<file path="src/multitouch_slot_accumulator_defines.svh">
// ----------------------------------------------------------------------------
// Multitouch slot accumulator assertion macros
// Shared assertion forms; the enclosing module supplies clk and rst_n.
// ----------------------------------------------------------------------------
`ifndef MULTITOUCH_SLOT_ACCUMULATOR_DEFINES_SVH
`define MULTITOUCH_SLOT_ACCUMULATOR_DEFINES_SVH

// Same-cycle implication, disabled during reset.
`define MSA_ASSERT_IMPL(lbl, ante, cons) \
  lbl: assert property (@(posedge clk) disable iff (!rst_n) (ante) |-> (cons)) \
    else $error("multitouch slot accumulator: same-cycle check failed");

// Next-cycle implication, disabled during reset.
`define MSA_ASSERT_NEXT(lbl, ante, cons) \
  lbl: assert property (@(posedge clk) disable iff (!rst_n) (ante) |=> (cons)) \
    else $error("multitouch slot accumulator: next-cycle check failed");

`endif

</file>
<file path="src/msa_pkg.sv">
// ----------------------------------------------------------------------------
// Multitouch slot accumulator package
// Event codes, command and configuration types shared by all modules.
// ----------------------------------------------------------------------------
package msa_pkg;

  localparam int SLOTS  = 16;
  localparam int SLOT_W = (SLOTS > 1) ? $clog2(SLOTS) : 1;
  localparam int LIM_W  = $clog2(SLOTS + 1);
  localparam int QDEPTH = 4;
  localparam int QPTR_W = $clog2(QDEPTH);

  localparam logic [15:0] TYPE_ABS         = 16'd3;
  localparam logic [15:0] TYPE_SYN         = 16'd0;
  localparam logic [15:0] SYN_CODE_REPORT  = 16'd0;
  localparam logic [15:0] SYN_CODE_MT      = 16'd2;
  localparam logic [15:0] CODE_SLOT        = 16'h002F;
  localparam logic [15:0] CODE_TOUCH_MAJOR = 16'h0030;
  localparam logic [15:0] CODE_ORIENTATION = 16'h0034;
  localparam logic [15:0] CODE_POS_X       = 16'h0035;
  localparam logic [15:0] CODE_POS_Y       = 16'h0036;
  localparam logic [15:0] CODE_TOOL_TYPE   = 16'h0037;
  localparam logic [15:0] CODE_TRACK_ID    = 16'h0039;
  localparam logic [15:0] CODE_DISTANCE    = 16'h003B;

  localparam logic [31:0] MS_PER_SEC = 32'd1000;
  // Reciprocal of 1000 scaled by 2^30; exact quotient for any 20-bit value.
  localparam logic [20:0] USEC_RECIP = 21'd1073742;
  localparam int          RECIP_SH   = 30;

  localparam logic [1:0] CFG_SLOTS_PROTOCOL = 2'd0;
  localparam logic [1:0] CFG_ACTIVE_SLOTS   = 2'd1;
  localparam logic [1:0] CFG_X_SCALE        = 2'd2;
  localparam logic [1:0] CFG_Y_SCALE        = 2'd3;

  typedef enum logic [2:0] {
    CMD_POS_X,
    CMD_POS_Y,
    CMD_TRACK,
    CMD_DONE,
    CMD_TOUCH,
    CMD_REPORT
  } cmd_op_t;

  typedef enum logic [1:0] {
    ST_FREE = 2'd0,
    ST_USE  = 2'd1,
    ST_DONE = 2'd2
  } slot_st_t;

  typedef enum logic [1:0] {
    BK_IDLE,
    BK_SCAN,
    BK_EMIT
  } bk_state_t;

  typedef struct packed {
    cmd_op_t           op;
    logic [SLOT_W-1:0] slot;
    logic [31:0]       arg;
  } cmd_t;

  typedef struct packed {
    logic        slots_protocol;
    logic [4:0]  active_slots;
    logic [19:0] x_scale;
    logic [19:0] y_scale;
  } cfg_t;

  function automatic logic [LIM_W-1:0] slot_limit(input logic [4:0] active);
    int a;
    a = int'(active);
    return LIM_W'((a > SLOTS) ? SLOTS : a);
  endfunction

endpackage

</file>
<file path="src/msa_fifo.sv">
// ----------------------------------------------------------------------------
// Multitouch slot accumulator command queue
// Short first-in first-out buffer between the front end and the slot engine.
// ----------------------------------------------------------------------------
module msa_fifo
  import msa_pkg::*;
(
  input  logic clk,
  input  logic rst_n,
  input  logic push,
  input  cmd_t push_data,
  input  logic pop,
  output cmd_t pop_data,
  output logic full,
  output logic empty
);

  cmd_t              data_r [QDEPTH];
  logic [QPTR_W-1:0] wr_ptr_r;
  logic [QPTR_W-1:0] rd_ptr_r;
  logic [QPTR_W:0]   count_r;
  logic              do_push;
  logic              do_pop;

  assign full     = (count_r == (QPTR_W+1)'(QDEPTH));
  assign empty    = (count_r == '0);
  assign do_push  = push && !full;
  assign do_pop   = pop && !empty;
  assign pop_data = data_r[rd_ptr_r];

  always_ff @(posedge clk) begin
    if (do_push) begin
      data_r[wr_ptr_r] <= push_data;
    end
  end

  always_ff @(posedge clk) begin
    if (!rst_n) begin
      wr_ptr_r <= '0;
      rd_ptr_r <= '0;
      count_r  <= '0;
    end else begin
      if (do_push) begin
        wr_ptr_r <= wr_ptr_r + QPTR_W'(1);
      end
      if (do_pop) begin
        rd_ptr_r <= rd_ptr_r + QPTR_W'(1);
      end
      if (do_push && !do_pop) begin
        count_r <= count_r + (QPTR_W+1)'(1);
      end else if (do_pop && !do_push) begin
        count_r <= count_r - (QPTR_W+1)'(1);
      end
    end
  end

endmodule

</file>
<file path="config.mk">
export PLATFORM = sky130hd
export DESIGN_NAME = msa_fifo
export DESIGN_NICKNAME = d
export VERILOG_FILES = /design/src/multitouch_slot_accumulator_defines.svh /design/src/msa_pkg.sv /design/src/msa_fifo.sv
export SDC_FILE = /design/constraint.sdc
export NUM_CORES = 1
export LEC_CHECK = 0
export BUFFER_PORTS_ARGS = -buffer_cell sky130_fd_sc_hd__buf_2
export CAP_MARGIN = 20
export CORE_UTILIZATION = 50
export CTS_BUF_LIST = sky130_fd_sc_hd__clkbuf_16
export DETAILED_ROUTE_END_ITERATION = 7
export GPL_ROUTABILITY_DRIVEN = 1
export PLACE_DENSITY = 0.78
export RECOVER_POWER = 50
export SETUP_SLACK_MARGIN = 0.5
export SYNTH_ARGS = -nofsm -noshare
export SYNTH_HDL_FRONTEND = slang
export SYNTH_SLANG_ARGS = --single-unit
</file>
<file path="constraint.sdc">
create_clock -name clk -period 7.3 [get_ports clk]
set_clock_uncertainty 0.15 [all_clocks]
set_input_delay 0.73 -clock clk [delete_from_list [all_inputs] [get_ports clk]]
set_output_delay 0.73 -clock clk [all_outputs]
set_load 0.005 [all_outputs]
</file>
==> impl_metrics.json <==
{
  "die_y_um": 112,
  "r2r_end": "data_r[1][2]",
  "cts_tree": "built",
  "yosysTopAreaCellShare_pct": 76.8,
  "wl_per_cell_um": 20.5,
  "syn_area_um2": 6100,
  "portBuffers": 83,
  "syn-mean-instance-area_um2": 24.3,
  "cts-resized-gates": 0,
  "core-area_um2": 11700,
  "hold_depth": 2,
  "viasPerCell": 5.53,
  "reg2reg_from": "count_r[0]",
  "clk_pin_slew_ps": 60,
  "tightestPinTransition_ps": 2860,
  "combPwrFrac_pct": 17.4,
  "grt_pass1_vias": 2949,
  "crit_type": "flop to flop",
  "die_w_um": 112,
  "cts.sinks": 165,
  "antenna_found_initial": 0,
  "seq_area_frac_synth_pct": 79.7,
  "die-area_um2": 12600,
  "grt_util_all_layers_pct": 17.9,
  "min_period_ps": 3750,
  "p_per_area_nw_per_um2": 358,
  "cts_root_buf": "clkbuf_16",
  "worst_path_max_delay_cell": "and2_0",
  "crit_path_max_fanout": 39,
  "grt_setup_unrepaired": "false",
  "grt_pass1_wl_um": 16100,
  "hold_viol_final": 0,
  "startpoint": "count_r[0]",
  "slew_viol_final": 80,
  "grt_max_degree": 40,
  "drt_iter0_drc": 152,
  "finalSetupViolCount": 0,
  "ys_warn_count": 0,
  "start_kind": "flop",
  "finalCritPeriodShare_pct": 51.3,
  "path_cells": "nor3b_1, nor2b_1, and2_0",
  "fmax_ghz": 0.267,
  "rrSetupSlack_ps": 3550,
  "clkLatencyLatePin_ps": 420,
  "power_switching_share_pct": 24.8,
  "grt.overflow.total": 0,
  "final_cell_mix": "156 x edfxtp_1, 42 x buf_2, 40 x clkbuf_1, 39 x mux4_2, 17 x clkbuf_16",
  "initial_core_util_pct": 52.3,
  "synth_top_area_cell": "edfxtp_1",
  "hp-start": "wr_ptr_r[1]",
  "fillers": 789,
  "synth.net_count": 300,
  "p_leak_uw": 0.00233,
  "area_delta_synth_final_pct": 17.1,
  "postCtsHoldBufs": 0,
  "hpwl_um": 5960,
  "seqPwrFrac_pct": 49.3,
  "relSlewSlack_pct": -90.5,
  "max_cap_viol_count": 2,
  "p_int_uw": 1920,
  "drt_pass1_iterations": 4,
  "route.detailed.drc": 0,
  "synth.distinct_cells": 23,
  "finalWirelength_um": 10200,
  "fin_tns_setup_ps": 0,
  "end_kind": "flop",
  "final_net_count": 392,
  "cts_max_level": 4,
  "failed_checks": "max-capacitance violations, max-slew violations",
  "cpPeakStageDelay_ps": 2130,
  "pin_count": 84,
  "holdWs_ps": 358,
  "postCtsSetupRepairBufs": 0,
  "cp.required_ps": 7130,
  "syn_inst": 251,
  "r2r_cells": 3,
  "numCtsBuffers": 17,
  "irDropWorstVdd_mv": 0.229,
  "outcome": "finished, violations left",
  "clk_path_buf_depth": 2,
  "post_route_cells_drive_above_1_share_pct": 31.5,
  "p_clk_share_pct": 33.3,
  "synth_seq_cells": 165,
  "antenna_cells": 0,
  "arrival_ps": 3570,
  "gp_congestion": 0.703,
  "hold_class": "flop to flop",
  "holdPathEnd": "wr_ptr_r[1]",
  "num_rows": 39,
  "drtAntennaViolNets": 0,
  "vias": 2753,
  "layout_commonest_cell": "edfxtp_1",
  "synth_area_leaders": "edfxtp_1 77%, mux4_2 14%, dfxtp_1 3.0%",
  "switchingPower_uw": 634
}
[metrics by stage]
step / worst slack (ps) / total power (uW) / util [%] / cell area (um^2) / instances
6_report: 3550 / 2550 / 61.2 / 7140 / 498
3_5_place_dp: 4510 / 1750 / 56.9 / 6640 / 467
5_1_grt: 3200 / 2670 / 61.2 / 7140 / 498
3_3_place_gp: 4590 / 1730 / 56.9 / 6640 / 467
4_1_cts: 4270 / 2590 / 61.8 / 7210 / 498
2_1_floorplan: 4790 / 1560 / - / 6100 / 251
[power by group through the flow]
stage / clock [uW] / sequential (uW) / combinational (uW)
global route: 897 / 1280 / 485
detailed placement: 0 / 1290 / 461
CTS: 862 / 1270 / 462
finish: 851 / 1260 / 445
global placement: 0 / 1280 / 451
floorplan: 0 / 1200 / 359
[routing by layer]
| metal | vias up | global-route usage (%) | share of wire, % |
|---|---|---|---|
| li1 | 1230 | - | - |
| met1 | 1407 | 22.6 | 42 |
| met2 | 98 | 28.2 | 49 |
| met3 | 18 | 6.10 | 6.9 |
| met4 | 0 | 8.98 | 2.1 |
| met5 | - | 0 | 0 |
[worst max-delay path, delay by kind of cell, from the launching register on]
| kind | cells | cell delay (ps) |
|---|---|---|
| simple gates | 3 | 2650 |
| flops | 1 | 450 |
[cells in the mapped netlist]
master and count:
xnor2_1 3, nor3b_2 1, or3_1 1, and2_1 8, o311ai_1 1, buf_2 3, xor2_1 1, mux2i_1 3
nor2b_1 2, o31ai_2 1, buf_6 2, buf_4 2, edfxtp_1 156, nor3_1 1, o21ai_0 1, dfxtp_1 9
inv_1 3, mux4_2 39, ha_1 5, fa_1 1, clkbuf_1 3, nand2_1 4, a21boi_0 1
[area by class of cell]
cell class / count / area, um^2 / share of cell area (%)
Sequential cell: 165 / 4870 / 68.2
Multi-Input combinational cell: 73 / 1150 / 16.2
Inverter: 3 / 11.3 / 0.158
Timing Repair Buffer: 83 / 364 / 5.10
Clock inverter: 14 / 139 / 1.94
Clock buffer: 17 / 425 / 5.96
Tap cell: 143 / 179 / 2.51
[logic make-up (layout without fill, tap and decap cells)]
family                     Yosys count  in the layout  synth area share [%]
AOI/OAI and AO/OA                    4              4                 0.554
xor gates and xnor gates             4              4                 0.574
adders and majority gates            6              6                  1.35
buffers and inverters               13            117                  1.23
DFF                                165            165                  79.7
muxes                               42             42                  14.9
and+or+nand+nor                     17             17                  1.66
[worst max-delay path by stage]
stage                               end  depth (start not counted)
after detailed placement     count_r[2]                          8
after CTS                   pop_data[9]                          2
after global placement    data_r[3][34]                          3
final                      data_r[1][2]                          3
after global routing      data_r[3][25]                          3
after floorplan            data_r[0][0]                          3
[registers in the layout (all words and copies together) (netlist names), named ones only]
register  cells
rd_ptr_r      2
count_r       3
data_r      156
wr_ptr_r      2
No activity file was read; power rests on OpenSTA's default activity.
