## src/multitouch_slot_accumulator_defines.svh

```systemverilog
// ----------------------------------------------------------------------------
// Multitouch slot accumulator assertion macros
// Shared assertion forms; the enclosing module supplies clk and rst_n.
// ----------------------------------------------------------------------------
`ifndef MULTITOUCH_SLOT_ACCUMULATOR_DEFINES_SVH
`define MULTITOUCH_SLOT_ACCUMULATOR_DEFINES_SVH

// Same-cycle implication, disabled during reset.
`define MSA_ASSERT_IMPL(lbl, ante, cons) \
  lbl: assert property (@(posedge clk) disable iff (!rst_n) (ante) |-> (cons)) \
    else $error("multitouch slot accumulator: same-cycle check failed");

// Next-cycle implication, disabled during reset.
`define MSA_ASSERT_NEXT(lbl, ante, cons) \
  lbl: assert property (@(posedge clk) disable iff (!rst_n) (ante) |=> (cons)) \
    else $error("multitouch slot accumulator: next-cycle check failed");

`endif

```

## src/msa_pkg.sv

```systemverilog
// ----------------------------------------------------------------------------
// Multitouch slot accumulator package
// Event codes, command and configuration types shared by all modules.
// ----------------------------------------------------------------------------
package msa_pkg;

  localparam int SLOTS  = 16;
  localparam int SLOT_W = (SLOTS > 1) ? $clog2(SLOTS) : 1;
  localparam int LIM_W  = $clog2(SLOTS + 1);
  localparam int QDEPTH = 4;
  localparam int QPTR_W = $clog2(QDEPTH);

  localparam logic [15:0] TYPE_ABS         = 16'd3;
  localparam logic [15:0] TYPE_SYN         = 16'd0;
  localparam logic [15:0] SYN_CODE_REPORT  = 16'd0;
  localparam logic [15:0] SYN_CODE_MT      = 16'd2;
  localparam logic [15:0] CODE_SLOT        = 16'h002F;
  localparam logic [15:0] CODE_TOUCH_MAJOR = 16'h0030;
  localparam logic [15:0] CODE_ORIENTATION = 16'h0034;
  localparam logic [15:0] CODE_POS_X       = 16'h0035;
  localparam logic [15:0] CODE_POS_Y       = 16'h0036;
  localparam logic [15:0] CODE_TOOL_TYPE   = 16'h0037;
  localparam logic [15:0] CODE_TRACK_ID    = 16'h0039;
  localparam logic [15:0] CODE_DISTANCE    = 16'h003B;

  localparam logic [31:0] MS_PER_SEC = 32'd1000;
  // Reciprocal of 1000 scaled by 2^30; exact quotient for any 20-bit value.
  localparam logic [20:0] USEC_RECIP = 21'd1073742;
  localparam int          RECIP_SH   = 30;

  localparam logic [1:0] CFG_SLOTS_PROTOCOL = 2'd0;
  localparam logic [1:0] CFG_ACTIVE_SLOTS   = 2'd1;
  localparam logic [1:0] CFG_X_SCALE        = 2'd2;
  localparam logic [1:0] CFG_Y_SCALE        = 2'd3;

  typedef enum logic [2:0] {
    CMD_POS_X,
    CMD_POS_Y,
    CMD_TRACK,
    CMD_DONE,
    CMD_TOUCH,
    CMD_REPORT
  } cmd_op_t;

  typedef enum logic [1:0] {
    ST_FREE = 2'd0,
    ST_USE  = 2'd1,
    ST_DONE = 2'd2
  } slot_st_t;

  typedef enum logic [1:0] {
    BK_IDLE,
    BK_SCAN,
    BK_EMIT
  } bk_state_t;

  typedef struct packed {
    cmd_op_t           op;
    logic [SLOT_W-1:0] slot;
    logic [31:0]       arg;
  } cmd_t;

  typedef struct packed {
    logic        slots_protocol;
    logic [4:0]  active_slots;
    logic [19:0] x_scale;
    logic [19:0] y_scale;
  } cfg_t;

  function automatic logic [LIM_W-1:0] slot_limit(input logic [4:0] active);
    int a;
    a = int'(active);
    return LIM_W'((a > SLOTS) ? SLOTS : a);
  endfunction

endpackage

```

## src/msa_front.sv

```systemverilog
// ----------------------------------------------------------------------------
// Multitouch slot accumulator front end
// Accepts events, tracks the current slot and queues slot and report commands.
// ----------------------------------------------------------------------------
module msa_front
  import msa_pkg::*;
(
  input  logic               clk,
  input  logic               rst_n,
  input  cfg_t               cfg,
  input  logic               in_valid,
  output logic               in_ready,
  input  logic [15:0]        in_event_type,
  input  logic [15:0]        in_event_code,
  input  logic signed [31:0] in_event_value,
  input  logic [30:0]        in_time_sec,
  input  logic [19:0]        in_time_usec,
  input  logic               q_full,
  output logic               q_push,
  output cmd_t               q_data
);

  logic [31:0]      cur_slot_r;
  logic [31:0]      cur_slot_nxt;
  logic [LIM_W-1:0] lim;
  logic             in_range;
  logic             has_cmd;
  logic             accept;
  logic [31:0]      sec_ms;
  logic [40:0]      usec_prod;
  logic [31:0]      stamp;

  assign lim       = slot_limit(cfg.active_slots);
  assign in_ready  = !q_full;
  assign accept    = in_valid && in_ready;
  assign sec_ms    = {1'b0, in_time_sec} * MS_PER_SEC;
  assign usec_prod = in_time_usec * USEC_RECIP;
  assign stamp     = sec_ms + {21'd0, usec_prod[40:RECIP_SH]};

  always_comb begin
    cur_slot_nxt = cur_slot_r;
    if (in_event_type == TYPE_ABS) begin
      if ((cfg.slots_protocol && in_event_code == CODE_SLOT) ||
          (!cfg.slots_protocol && in_event_code == CODE_TRACK_ID)) begin
        cur_slot_nxt = in_event_value;
      end
    end else if (in_event_type == TYPE_SYN && in_event_code == SYN_CODE_MT &&
                 cfg.slots_protocol) begin
      cur_slot_nxt = cur_slot_r + 32'd1;
    end
  end

  assign in_range = !cur_slot_nxt[31] && (cur_slot_nxt < 32'(lim));

  always_comb begin
    has_cmd     = 1'b0;
    q_data.op   = CMD_TOUCH;
    q_data.slot = cur_slot_nxt[SLOT_W-1:0];
    q_data.arg  = in_event_value;
    if (in_event_type == TYPE_ABS) begin
      has_cmd = in_range;
      if (in_event_code == CODE_POS_X) begin
        q_data.op = CMD_POS_X;
      end else if (in_event_code == CODE_POS_Y) begin
        q_data.op = CMD_POS_Y;
      end else if (in_event_code == CODE_TRACK_ID) begin
        q_data.op = (cfg.slots_protocol && in_event_value[31]) ? CMD_DONE : CMD_TRACK;
      end else if ((in_event_code >= CODE_TOUCH_MAJOR &&
                    in_event_code <= CODE_ORIENTATION) ||
                   in_event_code == CODE_TOOL_TYPE ||
                   in_event_code == CODE_DISTANCE) begin
        q_data.op = CMD_TOUCH;
      end else begin
        has_cmd = 1'b0;
      end
    end else if (in_event_type == TYPE_SYN && in_event_code == SYN_CODE_REPORT) begin
      has_cmd    = 1'b1;
      q_data.op  = CMD_REPORT;
      q_data.arg = stamp;
    end
  end

  assign q_push = accept && has_cmd;

  always_ff @(posedge clk) begin
    if (!rst_n) begin
      cur_slot_r <= '1;
    end else if (accept) begin
      cur_slot_r <= cur_slot_nxt;
    end
  end

endmodule

```

## config.mk

```make
export PLATFORM = sky130hd
export DESIGN_NAME = msa_front
export DESIGN_NICKNAME = d
export VERILOG_FILES = /design/src/multitouch_slot_accumulator_defines.svh /design/src/msa_pkg.sv /design/src/msa_front.sv
export SDC_FILE = /design/constraint.sdc
export NUM_CORES = 1
export LEC_CHECK = 0
export BUFFER_PORTS_ARGS = -buffer_cell sky130_fd_sc_hd__buf_2
export CORE_UTILIZATION = 60
export DETAILED_ROUTE_END_ITERATION = 10
export GPL_ROUTABILITY_DRIVEN = 0
export MAX_ROUTING_LAYER = met4
export PLACE_DENSITY = 0.88
export SLEW_MARGIN = 15
export SYNTH_ARGS = -nofsm -noshare
export SYNTH_HDL_FRONTEND = slang
export SYNTH_SLANG_ARGS = --single-unit
```

## constraint.sdc

```tcl
create_clock -name clk -period 14.3 [get_ports clk]
set_clock_uncertainty 0.15 [all_clocks]
set_input_delay 2.86 -clock clk [delete_from_list [all_inputs] [get_ports clk]]
set_output_delay 2.86 -clock clk [all_outputs]
set_load 0.01 [all_outputs]
```

==> results of run 1 <==
==> path summary, 6_finish.rpt <==
check	slack [ps]	from	cells past startpoint	endpoint
hold / removal	350	cur_slot_r[30]	2	cur_slot_r[30]
hold reg to reg	350	cur_slot_r[30]	2	cur_slot_r[30]
setup reg to reg	11690	cur_slot_r[2]	9	cur_slot_r[14]
setup / recovery	650	in_time_usec[4]	33	q_data[29]
==> cell usage in the layout, fill, tap and decap left out, drive strengths merged, types with 6 or more instances in the layout <==
master / netlist / final
o21ai: 66 / 66
nor3: 26 / 26
o211ai: 32 / 32
nor4: 16 / 16
and2: 10 / 10
nand2: 122 / 122
a211o: 9 / 9
nand2b: 10 / 10
a211oi: 23 / 23
xor2: 15 / 15
and4: 10 / 10
a31oi: 9 / 9
a21oi: 52 / 52
o21a: 7 / 7
dfxtp: 32 / 32
inv: 224 / 224
nand3: 27 / 27
clkbuf: 26 / 8
buf: 5 / 167
xnor2: 47 / 47
a311oi: 6 / 6
nand4: 28 / 28
nor2b: 9 / 9
fa: 177 / 177
nor2: 70 / 70
a21o: 29 / 29
and3: 19 / 19
ha: 238 / 238
==> cell families after synthesis <==
group                      after synthesis  synth area share, %
xor gates and xnor gates                62                 4.32
AOI/OAI and AO/OA                      283                 15.3
buffers and inverters                  255                 7.80
and+or+nand+nor                        365                 15.3
muxes                                    3                0.259
DFF                                     32                 5.10
adders and majority gates              415                 51.9
==> critical path, delay by kind of cell <==
family          cells  cell delay (ps)
fa+ha+maj           9             3790
buf+inv             5              540
simple gates        5              960
xor+xnor            2              410
compound gates     12             2060
==> per-stage QoR <==
stage	cells	hold slack (ps)
2_1_floorplan	1415	321
3_3_place_gp	1821	334
3_5_place_dp	1821	341
4_1_cts	1829	350
5_1_grt	1831	373
6_report	1831	351
==> where the power goes <==
| part | internal [W] | switching, W | leakage (nW) |
|---|---|---|---|
| clock | 0.0000694 | 0.0000390 | 0.0712 |
| combinational | 0.00102 | 0.00140 | 6.68 |
| sequential | 0.0000940 | 0.00000597 | 0.263 |
| total | 0.00118 | 0.00145 | 7.01 |
==> layout make-up <==
class	count	area share [%]
timing repair buffer	167	6.14
antenna	2	0.0363
inverter	224	6.10
multi-input combinational	1128	79.6
sequential	32	4.65
tap	270	2.45
clock buffer	8	1.06
==> layer usage <==
layer / vias to the layer above / GRT usage (%)
met5: - / -
met4: 0 / 11.0
met3: 100 / 3.14
met2: 462 / 55.4
met1: 5261 / 38.8
li1: 5208 / -
==> what timing repair did <==
| action | in CTS | in global routing |
|---|---|---|
| gates resized for setup | 0 | 2 |
| setup buffers | 0 | 0 |
| setup endpoints to repair | 0 | 4 |
==> key figures, run 1 <==
Outcome
  – Outcome: finished, final reports clean

Yosys
  – Yosys cell types: 78
  – Mapped Avg Cell Area: between 8 and 9 um^2
  – Cells after Synth: 1415
  – Ranking of synthesized cells by area: fa_1 28%, ha_1 24%, inv_1 6.7%
  – Sequential area share after synthesis: under 10%
  – Async SR Flop Fraction: 0%
  – Mapped Nets: around 2000
  – Cell Area, Synth: approximately 13000 um^2
  – Yosys top cell by area: fa_1
  – Commonest cells in the netlist: 238 x ha_1, 224 x inv_1, 177 x fa_1, 122 x nand2_1, 69 x nor2_1
  – Most used flip-flop cell after synthesis: dfxtp_1
  – Top-area cell type share of the netlist area: around 28%
  – #FFs+latches synth: 32
  – Ys Warns: 0
  – Post-synth EDFFs: 0
  – Cell with the most instances after synthesis: ha_1

Detailed routing
  – Highest routed layer: met4
  – DR WL met3: approximately 2.4 mm
  – DR vias: 11000
  – First DRT Iteration DRCs: 659
  – DRC Markers: 0
  – Average wire per cell in the routed design: about 18 um
  – Met1 WL: between 10 and 15 mm
  – Met2 wire len: around 16 mm
  – Drt total wl: between 30 and 40 mm
  – Antenna-violating nets left: 0
  – TritonRoute pass-1 iters: 5
  – Vias per cell: roughly 6.0

Cells and area
  – Final nets: around 2100
  – Largest regs: cur_slot_r x32
  – Final std cell area, no fill: between 10000 and 15000 um^2
  – Fraction of layout cells with a size suffix above 1: around 13%
  – Reg with most FFs: cur_slot_r
  – Sequential Area: 641 um^2
  – Max FFs per register: 32
  – Area of the multi-input gates: around 11000 um^2
  – Fin util: between 60% and 70%
  – Synthesis-to-finish area growth: 9.64%
  – Fillers: between 1500 and 2000

Clock tree
  – CTS tree: yes
  – CTS clk-pin slew, worst paths: 50 ps
  – Clk buf depth: 2
  – H-tree depth: 2
  – Worst skew pair latency: ~280 ps
  – Clock sink count: 32
  – CTS buffer count: 5
  – Hold_buf cts: 0
  – CTS root buf: clkbuf_16

Worst hold path
  – Hold/Removal Path Class: reg -> reg

Flow run
  – Max-cap violations: 0

Global routing
  – Total grt overflow: 0
  – Number of global-route vias before repair: around 11000
  – First-pass GRT wire length: 54.2 mm
  – Antenna violations before repair: 2
  – Gr usage total: between 30% and 40%
  – Largest net degree at the start of global routing: between 60 and 70

Setup path
  – CP startpoint kind: input port
  – Crit Path Max Fanout: 8
  – Required @ worst endpoint: between 10000 and 15000 ps
  – Crit path max-delay cell type: fa_1
  – Most used cell, CP: fa_1
  – CP max stage delay: around 550 ps
  – Setup CP Type: in -> out
  – Crit end category: output pin
  – Critical path arrival: ~11000 ps

Timing
  – Slew Viols, Final: 0
  – Final setup TNS: 0 ps
  – Tcrit/Tclk final: between 90% and 100%
  – Final hold violation count: 0
  – Final worst slack: 647 ps
  – Setup violations, final: 0
  – RSZ-0062 raised after global routing: no
  – Fmax: 73.2 MHz
  – Tmin final: approximately 14000 ps
  – Rel. slew slack: roughly 34%
  – Worst Tran Pin Value: a little under 1000 ps

Power and ir drop
  – Total power: ~0.0026 W
  – LEAKAGE: around 7 nW
  – Power Dens Cells: roughly 190 nW/um^2
  – VDD IR-drop max: between 0.00015 and 0.0002 V

Place
  – Post-DP Area: between 10000 and 15000 um^2
  – Hpwl dp: 27.9 mm
  – Buffers on Ports: 163
  – Pre-CTS setup slack: 529 ps

Floorplanning
  – Floorplan core area: between 20000 and 25000 um^2
  – Die extent in x: roughly 150 um
  – Row count: 52
  – Ports: 206
  – Die Area: ~22000 um^2
  – Die Y: approximately 150 um
  – Initial cell density of the core: around 62%
(Power assumes the default switching activity.)
==> run 2, diff against run 1 <==
--- a/config.mk
+++ b/config.mk
@@ -5,12 +5,15 @@
 export SDC_FILE = /design/constraint.sdc
 export NUM_CORES = 1
 export LEC_CHECK = 0
+export ABC_AREA = 0
 export BUFFER_PORTS_ARGS = -buffer_cell sky130_fd_sc_hd__buf_2
-export CORE_UTILIZATION = 60
+export CELL_PAD_IN_SITES_DETAIL_PLACEMENT = 2
+export CELL_PAD_IN_SITES_GLOBAL_PLACEMENT = 2
+export CORE_UTILIZATION = 36
 export DETAILED_ROUTE_END_ITERATION = 10
 export GPL_ROUTABILITY_DRIVEN = 0
 export MAX_ROUTING_LAYER = met4
-export PLACE_DENSITY = 0.88
+export PLACE_DENSITY = 0.87
 export SLEW_MARGIN = 15
 export SYNTH_ARGS = -nofsm -noshare
 export SYNTH_HDL_FRONTEND = slang
==> constraint.sdc (replaced) <==
create_clock -name clk -period 15.03 [get_ports clk]
set_clock_uncertainty 0.15 [all_clocks]
set_input_delay 3.006 -clock clk [delete_from_list [all_inputs] [get_ports clk]]
set_output_delay 3.006 -clock clk [all_outputs]
set_load 0.01 [all_outputs]
==> key figures, run 2 (synthesis results as in run 1) <==
Clock tree
  – CTS clk-pin slew, worst paths: 60 ps (was 50 ps)
  – CTS buffer count: 5 (unchanged)
  – Clock sink count: 32 (unchanged)
  – CTS root buf: clkbuf_16 (unchanged)
  – Hold_buf cts: 0 (unchanged)
  – CTS tree: yes (unchanged)
  – H-tree depth: 2 (unchanged)
  – Worst skew pair latency: 280 ps (about the same)
  – Clk buf depth: 2 (unchanged)

Floorplanning
  – Die extent in x: 189 um (was 147 um)
  – Initial cell density of the core: 36.5% (was 61.7%)
  – Die Y: 189 um (was 147 um)
  – Floorplan core area: 34500 um^2 (was 20400 um^2)
  – Row count: 68 (was 52)
  – Die Area: 35600 um^2 (was 21500 um^2)
  – Ports: 206 (unchanged)

Place
  – Hpwl dp: 40.9 mm (was 27.9 mm)
  – Buffers on Ports: 163 (unchanged)

Detailed routing
  – DR vias: 11400 (was 11000)
  – DRC Markers: 0 (unchanged)
  – TritonRoute pass-1 iters: 5 (unchanged)
  – Average wire per cell in the routed design: 23.2 um (was 17.7 um)
  – Drt total wl: 46.7 mm (was 32.4 mm)
  – Antenna-violating nets left: 0 (unchanged)
  – First DRT Iteration DRCs: 443 (was 659)
  – Vias per cell: 5.66 (was 6.02)

Timing
  – Worst Tran Pin Value: 1080 ps (was 981 ps)
  – Rel. slew slack: 27.9% (was 34.3%)
  – Slew Viols, Final: 0 (unchanged)
  – RSZ-0062 raised after global routing: no (unchanged)
  – Tmin final: 14470 ps
  – Tcrit/Tclk final: 96.3%
  – Worst hold slack: 359 ps (was 351 ps)
  – Fmax: 69.1 MHz
  – Setup violations, final: 0 (unchanged)
  – Final hold violation count: 0 (unchanged)
  – Final setup TNS: 0 ps (unchanged)

Global routing
  – Antenna violations before repair: 0 (was 2)
  – Largest net degree at the start of global routing: 65 (unchanged)
  – Gr usage total: 27.8% (was 32.0%)
  – Number of global-route vias before repair: 13500 (was 11300)
  – Total grt overflow: 0 (unchanged)
  – First-pass GRT wire length: 75.1 mm (was 54.2 mm)

Flow run
  – Max-cap violations: 0 (unchanged)

Setup path
  – Crit Path Max Fanout: 8 (unchanged)
  – Cells on worst reg2reg path: 9 (unchanged)
  – Reg2reg start: cur_slot_r[2] (unchanged)
  – Worst Path Buf+Inv: 7 (was 5)
  – Worst reg2reg setup slack: 12120 ps (was 11690 ps)
  – Required @ worst endpoint: 11870 ps (was 11290 ps)
  – Family with the most delay on the worst path: adder cells (unchanged)
  – Critical path arrival: 11320 ps (was 10640 ps)
  – Crit path max-delay cell type: fa_1 (unchanged)
  – Setup CP Type: in -> out (unchanged)
  – Reg2reg end: cur_slot_r[14] (unchanged)
  – CP startpoint kind: input port (unchanged)
  – CP max stage delay: 630 ps (was 550 ps)
  – Crit end category: output pin (unchanged)

Cells and area
  – Largest regs: cur_slot_r x32 (unchanged)
  – Fraction of layout cells with a size suffix above 1: 13.7% (was 13.5%)
  – Synthesis-to-finish area growth: 11.7% (was 9.64%)
  – N_diodes: 0 (was 2)
  – Reg with most FFs: cur_slot_r (unchanged)
  – Commonest non-fill, non-tap cells in the layout: 238 x ha_1, 224 x inv_1, 177 x fa_1, 163 x buf_2, 122 x nand2_1 (unchanged)
  – Final nets: 2139 (was 2138)
  – Commonest non-fill, non-tap cell in the layout: ha_1 (unchanged)
  – Fillers: 3909 (was 1559)
  – Max FFs per register: 32 (unchanged)

Power and ir drop
  – VDD IR-drop max: 0.000185 V (was 0.000191 V)
  – Internal power component: 0.00117 W (was 0.00118 W)
  – Psw: 0.00158 W (was 0.00145 W)
  – Combinational Power Share: 92.1% (about the same)
  – Power Dens Cells: 196 nW/um^2 (was 191 nW/um^2)
  – Sequential power share: 3.5% (was 3.8%)
  – Clk pwr share: 4.4% (was 4.1%)
  – Switching Fraction: 57.5% (was 55.1%)
  – LEAKAGE: 7.03 nW (was 7.01 nW)

Worst hold path
  – Depth of the worst hold-timing path: 2 (unchanged)
  – End of the worst hold path: cur_slot_r[25] (was cur_slot_r[30])
  – Hold/Removal Path Class: reg -> reg (unchanged)
  – Hold Crit Start: cur_slot_r[25] (was cur_slot_r[30])

Outcome
  – Outcome: finished, final reports clean (unchanged)
-- run 2: cell types whose count changed in the layout (fill, tap and decap cells not counted), sizes merged --
cell,delta
clkbuf,-3
clkinvlp,+1
bufinv,+1
clkinv,+1
diode,-2
buf,+1
-- run 2: timing repair --
item                       4_1_cts  5_1_grt
setup buffers                    0        0
setup endpoints to repair        0        4
gates resized for setup          0        2
-- run 2: layout make-up --
type | count | area, um^2 | share of cell area, %
Clock buffer | 5 | 125 | 0.892
Clock inverter | 3 | 42.5 | 0.303
Inverter | 224 | 841 | 5.99
Multi-Input combinational cell | 1128 | 11000 | 78.1
Sequential cell | 32 | 641 | 4.57
Tap cell | 455 | 569 | 4.06
Timing Repair Buffer | 168 | 853 | 6.08
-- run 2: routing by layer --
| layer | track usage (%) | vias up | wire, um |
|---|---|---|---|
| met1 | 29.8 | 5838 | 17700 |
| li1 | - | 5199 | - |
| met3 | 2.20 | 97 | 1410 |
| met2 | 53.3 | 277 | 25900 |
| met5 | - | - | 0 |
| met4 | 9.37 | 0 | 1680 |
-- run 2: through the flow --
stage	utilization [%]	power, W	std cells	setup WS (ps)	cell area [um^2]
after floorplan	-	0.00182	1415	1920	12600
after detailed placement	40.2	0.00261	2007	463	13900
after global placement	40.2	0.00238	2007	879	13900
after CTS	40.7	0.00275	2015	396	14000
after global routing	40.7	0.00301	2015	32.9	14000
final	40.7	0.00275	2015	558	14000
-- run 2: worst reg2reg max path: cells and delay by family (launching register included) --
family	cells	cell delay [ps]
AND/OR/NAND/NOR	5	1420
AO/OA/AOI/OAI	4	820
flip-flops	1	460
-- run 2: worst max path at each step --
stage | slack, ps | to | depth (start not counted) | from
floorplan | 1920 | q_data[27] | 34 | in_time_usec[4]
global placement | 880 | q_data[27] | 35 | in_time_usec[5]
detailed placement | 460 | q_data[27] | 34 | in_time_usec[8]
CTS | 400 | q_data[27] | 34 | in_time_usec[8]
global route | 30 | q_data[27] | 34 | in_time_usec[9]
finish | 560 | q_data[27] | 37 | in_time_usec[9]
-- run 2: power groups by stage --
stage,Clock (W),Sequential (W),Combinational [W]
floorplan,0,0.0000951,0.00172
global placement,0,0.0000965,0.00228
detailed placement,0,0.0000969,0.00251
CTS,0.000122,0.0000951,0.00254
global route,0.000125,0.0000960,0.00279
finish,0.000122,0.0000953,0.00253
==> run 3, diff against run 2 <==
--- a/config.mk
+++ b/config.mk
@@ -9,6 +9,7 @@
 export BUFFER_PORTS_ARGS = -buffer_cell sky130_fd_sc_hd__buf_2
 export CELL_PAD_IN_SITES_DETAIL_PLACEMENT = 2
 export CELL_PAD_IN_SITES_GLOBAL_PLACEMENT = 2
+export CORE_MARGIN = 4
 export CORE_UTILIZATION = 36
 export DETAILED_ROUTE_END_ITERATION = 10
 export GPL_ROUTABILITY_DRIVEN = 0
==> key figures, run 3 (synthesis results as in run 1) <==
Worst hold path
  – Hold/Removal Path Class: reg -> reg (unchanged)
  – Depth of the worst hold-timing path: 2 (unchanged)

Detailed routing
  – Highest routed layer: met4 (unchanged)
  – Antenna-violating nets left: 0 (unchanged)
  – DRC Markers: 0 (unchanged)
  – Met2 wire len: 27.0 mm (was 25.9 mm)
  – Average wire per cell in the routed design: 23.9 um (was 23.2 um)
  – TritonRoute pass-1 iters: 5 (unchanged)
  – Vias per cell: 5.69 (was 5.66)
  – DR WL met3: 1.57 mm (was 1.41 mm)
  – Drt total wl: 48.1 mm (was 46.7 mm)
  – DR vias: 11500 (was 11400)
  – First DRT Iteration DRCs: 393 (was 443)
  – Met1 WL: 17.6 mm (was 17.7 mm)

Cells and area
  – Commonest non-fill, non-tap cells in the layout: 238 x ha_1, 224 x inv_1, 177 x fa_1, 163 x buf_2, 122 x nand2_1 (unchanged)
  – Commonest non-fill, non-tap cell in the layout: ha_1 (unchanged)
  – Reg with most FFs: cur_slot_r (unchanged)
  – Final nets: 2139 (unchanged)
  – N_diodes: 0 (unchanged)
  – Synthesis-to-finish area growth: 11.5% (was 11.7%)
  – Largest regs: cur_slot_r x32 (unchanged)
  – Final std cell area, no fill: 14000 um^2 (about the same)
  – Max FFs per register: 32 (unchanged)
  – Fraction of layout cells with a size suffix above 1: 13.6% (was 13.7%)

Setup path
  – Crit path max-delay cell type: fa_1 (unchanged)
  – Most used cell, CP: fa_1
  – Setup CP Type: in -> out (unchanged)
  – Worst Setup SP: in_time_usec[4] (was in_time_usec[9])
  – Critical path arrival: 11360 ps (was 11320 ps)
  – Worst Setup EP: q_data[27] (unchanged)
  – Worst reg2reg setup slack: 12140 ps (was 12120 ps)
  – Crit end category: output pin (unchanged)
  – Crit Path Max Fanout: 8 (unchanged)
  – Reg2reg start: cur_slot_r[2] (unchanged)
  – CP max stage delay: 560 ps (was 630 ps)
  – Required @ worst endpoint: 11870 ps (about the same)
  – Cells on worst reg2reg path: 8 (was 9)
  – Reg2reg end: cur_slot_r[26] (was cur_slot_r[14])
  – CP startpoint kind: input port (unchanged)

Floorplanning
  – Die Y: 195 um (was 189 um)
  – Die Area: 38000 um^2 (was 35600 um^2)
  – Die extent in x: 195 um (was 189 um)
  – Floorplan core area: 34500 um^2 (unchanged)
  – Row count: 68 (unchanged)
  – Ports: 206 (unchanged)
  – Initial cell density of the core: 36.5% (unchanged)

Global routing
  – Largest net degree at the start of global routing: 65 (unchanged)
  – Total grt overflow: 0 (unchanged)
  – Gr usage total: 25.9% (was 27.8%)
  – Antenna violations before repair: 0 (unchanged)
  – Number of global-route vias before repair: 13800 (was 13500)
  – First-pass GRT wire length: 76.4 mm (was 75.1 mm)

Clock tree
  – Clock sink count: 32 (unchanged)
  – Worst skew pair latency: 280 ps (about the same)
  – CTS clk-pin slew, worst paths: 50 ps (was 60 ps)
  – CTS root buf: clkbuf_16 (unchanged)
  – CTS buffer count: 5 (unchanged)
  – Clk buf depth: 2 (unchanged)
  – H-tree depth: 2 (unchanged)
  – CTS tree: yes (unchanged)

Timing
  – Worst Tran Pin Value: 1060 ps (was 1080 ps)
  – Rel. slew slack: 29.4% (was 27.9%)
  – Slew Viols, Final: 0 (unchanged)
  – Fmax: 68.9 MHz (was 69.1 MHz)
  – Tcrit/Tclk final: 96.6% (was 96.3%)
  – Tmin final: 14510 ps (was 14470 ps)
  – Final setup TNS: 0 ps (unchanged)
  – Final hold violation count: 0 (unchanged)
  – Setup violations, final: 0 (unchanged)

Power and ir drop
  – Power Dens Cells: 195 nW/um^2 (was 196 nW/um^2)
  – LEAKAGE: 7.02 nW (was 7.03 nW)
  – VDD IR-drop max: 0.000153 V (was 0.000185 V)

Place
  – Buffers on Ports: 163 (unchanged)
  – Post-DP Area: 13900 um^2 (unchanged)
  – Hpwl dp: 41.9 mm (was 40.9 mm)

Outcome
  – Outcome: finished, final reports clean (unchanged)

Flow run
  – Max-cap violations: 0 (unchanged)
-- run 3: how the worst min path moves through the flow --
stage	start	end	slack (ps)
3_5_place_dp	cur_slot_r[30]	cur_slot_r[30]	350
5_1_grt	cur_slot_r[27]	cur_slot_r[27]	400
4_1_cts	cur_slot_r[30]	cur_slot_r[30]	360
3_3_place_gp	cur_slot_r[25]	cur_slot_r[25]	340
6_report	cur_slot_r[30]	cur_slot_r[30]	360
2_1_floorplan	cur_slot_r[18]	cur_slot_r[18]	320
-- run 3: report_power, final --
group	internal (W)	switching, W	total [W]
Combinational	0.000999	0.00153	0.00253
Sequential	0.0000894	0.00000616	0.0000955
Clock	0.0000653	0.0000396	0.000105
-- run 3: final cells by class --
class | count | area (um^2)
clock inverter | 2 | 10.0
timing repair buffer | 168 | 853
fill | 3904 | 20400
tap | 455 | 569
clock buffer | 6 | 139
inverter | 224 | 841
sequential | 32 | 641
multi-input combinational | 1128 | 11000
-- run 3: metal layers --
metal / vias up / track usage [%]
met2: 295 / 50.4
met5: - / -
met3: 109 / 2.11
met4: 0 / 8.71
li1: 5187 / -
met1: 5880 / 27.3
-- run 3: stage by stage --
step	cells	hold WS (ps)	util (%)	setup WS, ps	power (W)
5_1_grt	2015	399	40.7	-41.1	0.00301
3_5_place_dp	2007	348	40.2	508	0.00260
4_1_cts	2015	361	40.6	445	0.00273
6_report	2015	358	40.7	516	0.00273
3_3_place_gp	2007	338	40.2	900	0.00238
2_1_floorplan	1415	321	-	1920	0.00182
-- run 3: repair_timing --
action	in CTS	in global routing
resized for setup	0	1
endpoints found under the setup margin	0	5
setup buffers	0	0
hold buffers	0	0
-- run 3: worst max-delay path, delay by kind of cell --
| family | cells | cell delay, ps |
|---|---|---|
| adder cells (fa/ha/maj) | 9 | 3920 |
| AO/OA/AOI/OAI | 13 | 2640 |
| AND/OR/NAND/NOR | 4 | 780 |
| buffers and inverters | 5 | 580 |
| XOR/XNOR | 2 | 440 |
